==> src/rtl/skt_pkg.sv <==
// Shared types and codes for the sorted key table.
// No dependencies; imported by skt_cell and sorted_key_table.
`timescale 1ns / 1ps

package skt_pkg;

    localparam int KEY_W  = 32;
    localparam int NAME_W = 64;

    typedef enum logic [1:0] {
        REQ_INSERT    = 2'd0,
        REQ_DELETE    = 2'd1,
        REQ_LIST_ASC  = 2'd2,
        REQ_LIST_DESC = 2'd3
    } t_req;

    typedef enum logic [2:0] {
        ST_INSERTED  = 3'd0,
        ST_DUPLICATE = 3'd1,
        ST_FULL      = 3'd2,
        ST_DELETED   = 3'd3,
        ST_NOT_FOUND = 3'd4,
        ST_LIST      = 3'd5,
        ST_EMPTY     = 3'd6
    } t_status;

    typedef enum logic [2:0] {
        CELL_HOLD,
        CELL_INSERT,
        CELL_DELETE,
        CELL_ROT_LEFT,
        CELL_ROT_RIGHT
    } t_cell_op;

    typedef struct packed {
        logic     cmp;
        t_cell_op op;
    } t_cell_ctl;

    typedef struct packed {
        logic signed [KEY_W-1:0] key;
        logic [NAME_W-1:0]       name;
    } t_entry;

endpackage

==> src/rtl/skt_cell.sv <==
// One slot of the sorted chain: holds an entry and its compare flags.
// Depends on skt_pkg.
`timescale 1ns / 1ps

module skt_cell (
    input  logic                           i_clk,
    input  skt_pkg::t_cell_ctl             i_ctl,
    input  logic signed [skt_pkg::KEY_W-1:0] i_cmp_key,
    input  skt_pkg::t_entry                i_new,
    input  skt_pkg::t_entry                i_left,
    input  logic                           i_left_ge,
    input  skt_pkg::t_entry                i_right,
    input  logic                           i_right_valid,
    input  skt_pkg::t_entry                i_head,
    input  logic                           i_valid,
    output skt_pkg::t_entry                o_entry,
    output logic                           o_ge,
    output logic                           o_hit
);
    import skt_pkg::*;

    t_entry r_entry;
    t_entry n_entry;
    logic   r_gt;
    logic   r_eq;

    assign o_entry = r_entry;
    assign o_ge    = !i_valid || r_gt;
    assign o_hit   = i_valid && r_eq;

    always_comb begin
        n_entry = r_entry;
        case (i_ctl.op)
            CELL_INSERT: begin
                // shift right from the insert point, take the new entry there
                if (o_ge) begin
                    n_entry = i_left_ge ? i_left : i_new;
                end
            end
            CELL_DELETE: begin
                if (i_valid && (r_gt || r_eq)) begin
                    n_entry = i_right;
                end
            end
            CELL_ROT_LEFT: begin
                if (i_valid) begin
                    n_entry = i_right_valid ? i_right : i_head;
                end
            end
            CELL_ROT_RIGHT: begin
                if (i_valid) begin
                    n_entry = i_left;
                end
            end
            default: begin
                n_entry = r_entry;
            end
        endcase
    end

    always_ff @(posedge i_clk) begin
        r_entry <= n_entry;
        if (i_ctl.cmp) begin
            r_gt <= r_entry.key > i_cmp_key;
            r_eq <= r_entry.key == i_cmp_key;
        end
    end

endmodule

==> config.mk <==
export PLATFORM = sky130hd
export DESIGN_NAME = skt_cell
export DESIGN_NICKNAME = d
export VERILOG_FILES = /design/src/rtl/skt_pkg.sv /design/src/rtl/skt_cell.sv
export SDC_FILE = /design/constraint.sdc
export NUM_CORES = 1
export LEC_CHECK = 0
export BUFFER_PORTS_ARGS = -buffer_cell sky130_fd_sc_hd__buf_2
export CORE_AREA = 3 3 204 206
export CTS_CLUSTER_SIZE = 10
export DETAILED_ROUTE_END_ITERATION = 7
export DIE_AREA = 0 0 207 209
export HOLD_SLACK_MARGIN = 0.12
export PLACE_DENSITY = 0.39
export REMOVE_ABC_BUFFERS = 1
export SLEW_MARGIN = 15
export SYNTH_ARGS = -nofsm -noshare
export SYNTH_HDL_FRONTEND = slang
export SYNTH_SLANG_ARGS = --single-unit
==> constraint.sdc <==
create_clock -name i_clk -period 12.48 [get_ports i_clk]
set_input_delay 3.12 -clock i_clk [delete_from_list [all_inputs] [get_ports i_clk]]
set_output_delay 3.12 -clock i_clk [all_outputs]
set_load 0.03 [all_outputs]
==> metrics.md <==
| Metric | Value |
|---|---|
| Status | `completed` |
| GPL Wtd Cong | `0.7754` |
| Clock Sinks | `98` |
| Crit path kind | `input pin to primary output` |
| Hold Startpoint | `o_entry[95]$_DFFE_PP_` |
| Detailed Routing Iterations Pass 1 | `6` |
| Vias per Instance | `4.343` |
| Io pins | `522` |
| Arrival time worst endpoint | `3540 ps` |
| Critical Path RT | `9360 ps` |
| Reg2reg start | `o_entry[95]$_DFFE_PP_` |
| #FFs+latches synth | `98` |
| Tmin final | `6655 ps` |
| Leakage | `4.447 nW` |
| # hold bufs at CTS | `0` |
| H-tree levels | `3` |
| RSZ-0062 raised after global routing | `false` |
| Hold Path End | `r_gt$_DFFE_PP_` |
| Slew Viols, Final | `0` |
| Worst Clk Skew | `5.045 ps` |
| Largest cells by area after synthesis | `edfxtp_1 (49%), a32oi_1 (14%), a22oi_1 (12%), ha_1 (6.6%), nand2_1 (6.5%)` |
| Cell area after layout | `9468 um2` |
| DRT iter0 DRCs | `419` |
| FF/Latch Area | `2943 um2` |
| CTS Buf Count | `9` |
| Slew margin rel. | `18.12%` |
| Part of the cycle the worst path needs | `53.33%` |
| Pre-CTS setup slack | `5826 ps` |
| Max Cap Viol | `0` |
| Reg2reg path depth | `7` |
| Post-CTS Setup Bufs | `0` |
| Clock transition at path regs | `70 ps` |
| Placed inst area | `9191 um2` |
| Setup violations, final | `0` |
| Final Hold Fails | `0` |
| Vias in the first global route | `6981` |
| CP Capture Type | `primary output` |
| Crit-path max FO | `4` |
| Gr usage total | `12.78%` |
| Post-Synth Simple-Gate Area | `9.805%` |
| Startpoint Class | `input pin` |
| EDFF count, synth | `98` |
| Post-Route Setup TNS | `0 ps` |
| Detailed placer's ending HPWL | `22660 um` |
| Clock Tree Buf Depth | `2` |
| Die height | `209 um` |
| Largest family of logic cells by synthesized area | `compound AO/OA/AOI/OAI gates` |
| Post-synth top cells | `nand2_1 (105), edfxtp_1 (98), a22oi_1 (96), a32oi_1 (96), clkbuf_1 (40)` |
| Area growth from synthesis to layout | `57.19%` |
| Worst skew pair latency | `370 ps` |
| Worst hold stages | `3` |
| Filler cell count | `4508` |
| Hold Path Class | `register to register` |
| Synthesized area per cell | `10.49 um2` |
| Reg2reg end | `r_gt$_DFFE_PP_` |
| Final core utilization | `23.77%` |
| Root Driver | `clkbuf_16` |
| Syn Std Cell Area | `6023 um2` |
| Top FF cell, synth | `edfxtp_1` |
| Post-route DRC | `0` |
| First-pass GRT wire length | `42290 um` |
| Adder-Cell Fraction of Synth Area | `6.647%` |
| Port bufs | `521` |
| Register-to-register setup slack | `9980 ps` |
| Initial core utilization | `15.13%` |
| Ys Warns | `0` |
| Worst-Margin Slew | `1228 ps` |
| Achievable Freq | `150.3 MHz` |
| Sequential element share of the synthesized area | `48.86%` |
| Area of the multi-input gates | `2788 um2` |
| Multiplexer share of the synthesized area | `0%` |
| Die area | `43260 um2` |
| CTS tree | `yes` |
| Die X-Extent | `207 um` |
| Final nets | `1518` |
| Layout cell share with drive strength beyond 1 | `52.20%` |
| Cell count after synthesis | `574` |
| Row cnt | `73` |
| Routed WL per cell | `18.25 um` |
| CORE AREA | `39820 um2` |
| Grt ovf | `0` |
| Vias | `6923` |
| Compound-Gate Fraction of Synth Area | `29.10%` |
| Post-CTS Resized | `0` |
| Setup slack after layout | `5825 ps` |
| Antenna violations before repair | `2` |
| Count leader, synth | `nand2_1` |
| Post-synth ARST share | `0%` |
| Area share of the largest cell type after synthesis | `48.86%` |
| Power Density | `100.6 nW/um2` |
| Xor and xnor fraction of the mapped netlist area | `0%` |
| Peak supply drop | `0.06056 mV` |
| Number of routed nets with antenna violations | `0` |
| Final wirelength | `29090 um` |
| Synth cell types | `40` |
| Synth area leader | `edfxtp_1` |
| Largest net degree at the start of global routing | `97` |
[sequential cells by signal, indices dropped and copies added, names as in the netlist]
register  flops
o_entry      96
r_eq          1
r_gt          1
[per-layer routing]
metal	track usage [%]	part of all wire, %	up-vias
li1	-	-	3300
met1	14.78	39	3274
met2	23.08	52	318
met3	2.687	6.4	31
met4	4.939	2.2	0
met5	0	0	-
[logic make-up after synthesis]
logic type               after synthesis
AO/OA/AOI/OAI                        222
adder cells (fa/ha/maj)               32
buffers and inverters                 88
flip-flops                            98
AND/OR/NAND/NOR                      134
[metrics by stage]
stage | hold slack [ps] | total power [mW] | instances
4_1_cts | 964.1 | 0.9768 | 1592
2_1_floorplan | 1016 | 0.5655 | 522
6_report | 944.6 | 0.9523 | 1594
5_1_grt | 1016 | 1.014 | 1594
3_3_place_gp | 918.4 | 0.6974 | 1576
3_5_place_dp | 945.8 | 0.6984 | 1576
[critical path, stage by stage]
cell,delay (ps)
buf_2,120
and2_1,130
buf_2,170
[cell type report]
cell class	count	area share, %
multi-input combinational	388	29.44
timing repair buffer	529	28.17
tap	525	6.938
inverter	36	1.440
clock buffer	10	2.418
antenna	2	0.05286
clock inverter	6	0.4493
sequential	98	31.08
[worst max path at each step]
stage | end | start | cells past startpoint
finish | o_hit | i_valid | 3
global route | o_hit | i_valid | 3
CTS | o_hit | i_valid | 3
detailed placement | o_hit | i_valid | 3
global placement | o_hit | i_valid | 3
floorplan | o_entry[0]$_DFFE_PP_ | i_valid | 5
[layout by cell type, fill, tap and decap left out, types with 2 or more instances in the layout]
cell type	count
buf_4	8
a21oi_1	11
buf_2	521
nand3_1	2
clkbuf_16	9
o21ai_0	3
nand4_1	5
a21o_1	2
ha_1	32
a32oi_1	96
o21ai_1	3
clkinv_4	2
clkinv_2	2
nand2b_1	3
inv_1	35
a22oi_1	96
and4_1	2
nor2_1	3
edfxtp_1	98
nand2_1	105
diode_2	2
[power breakdown]
group / total [mW] / switching, mW / internal (mW)
clock: 0.266 / 0.131 / 0.136
combinational: 0.276 / 0.170 / 0.106
sequential: 0.409 / 0.00947 / 0.400
No activity file was read; power rests on OpenSTA's default activity.
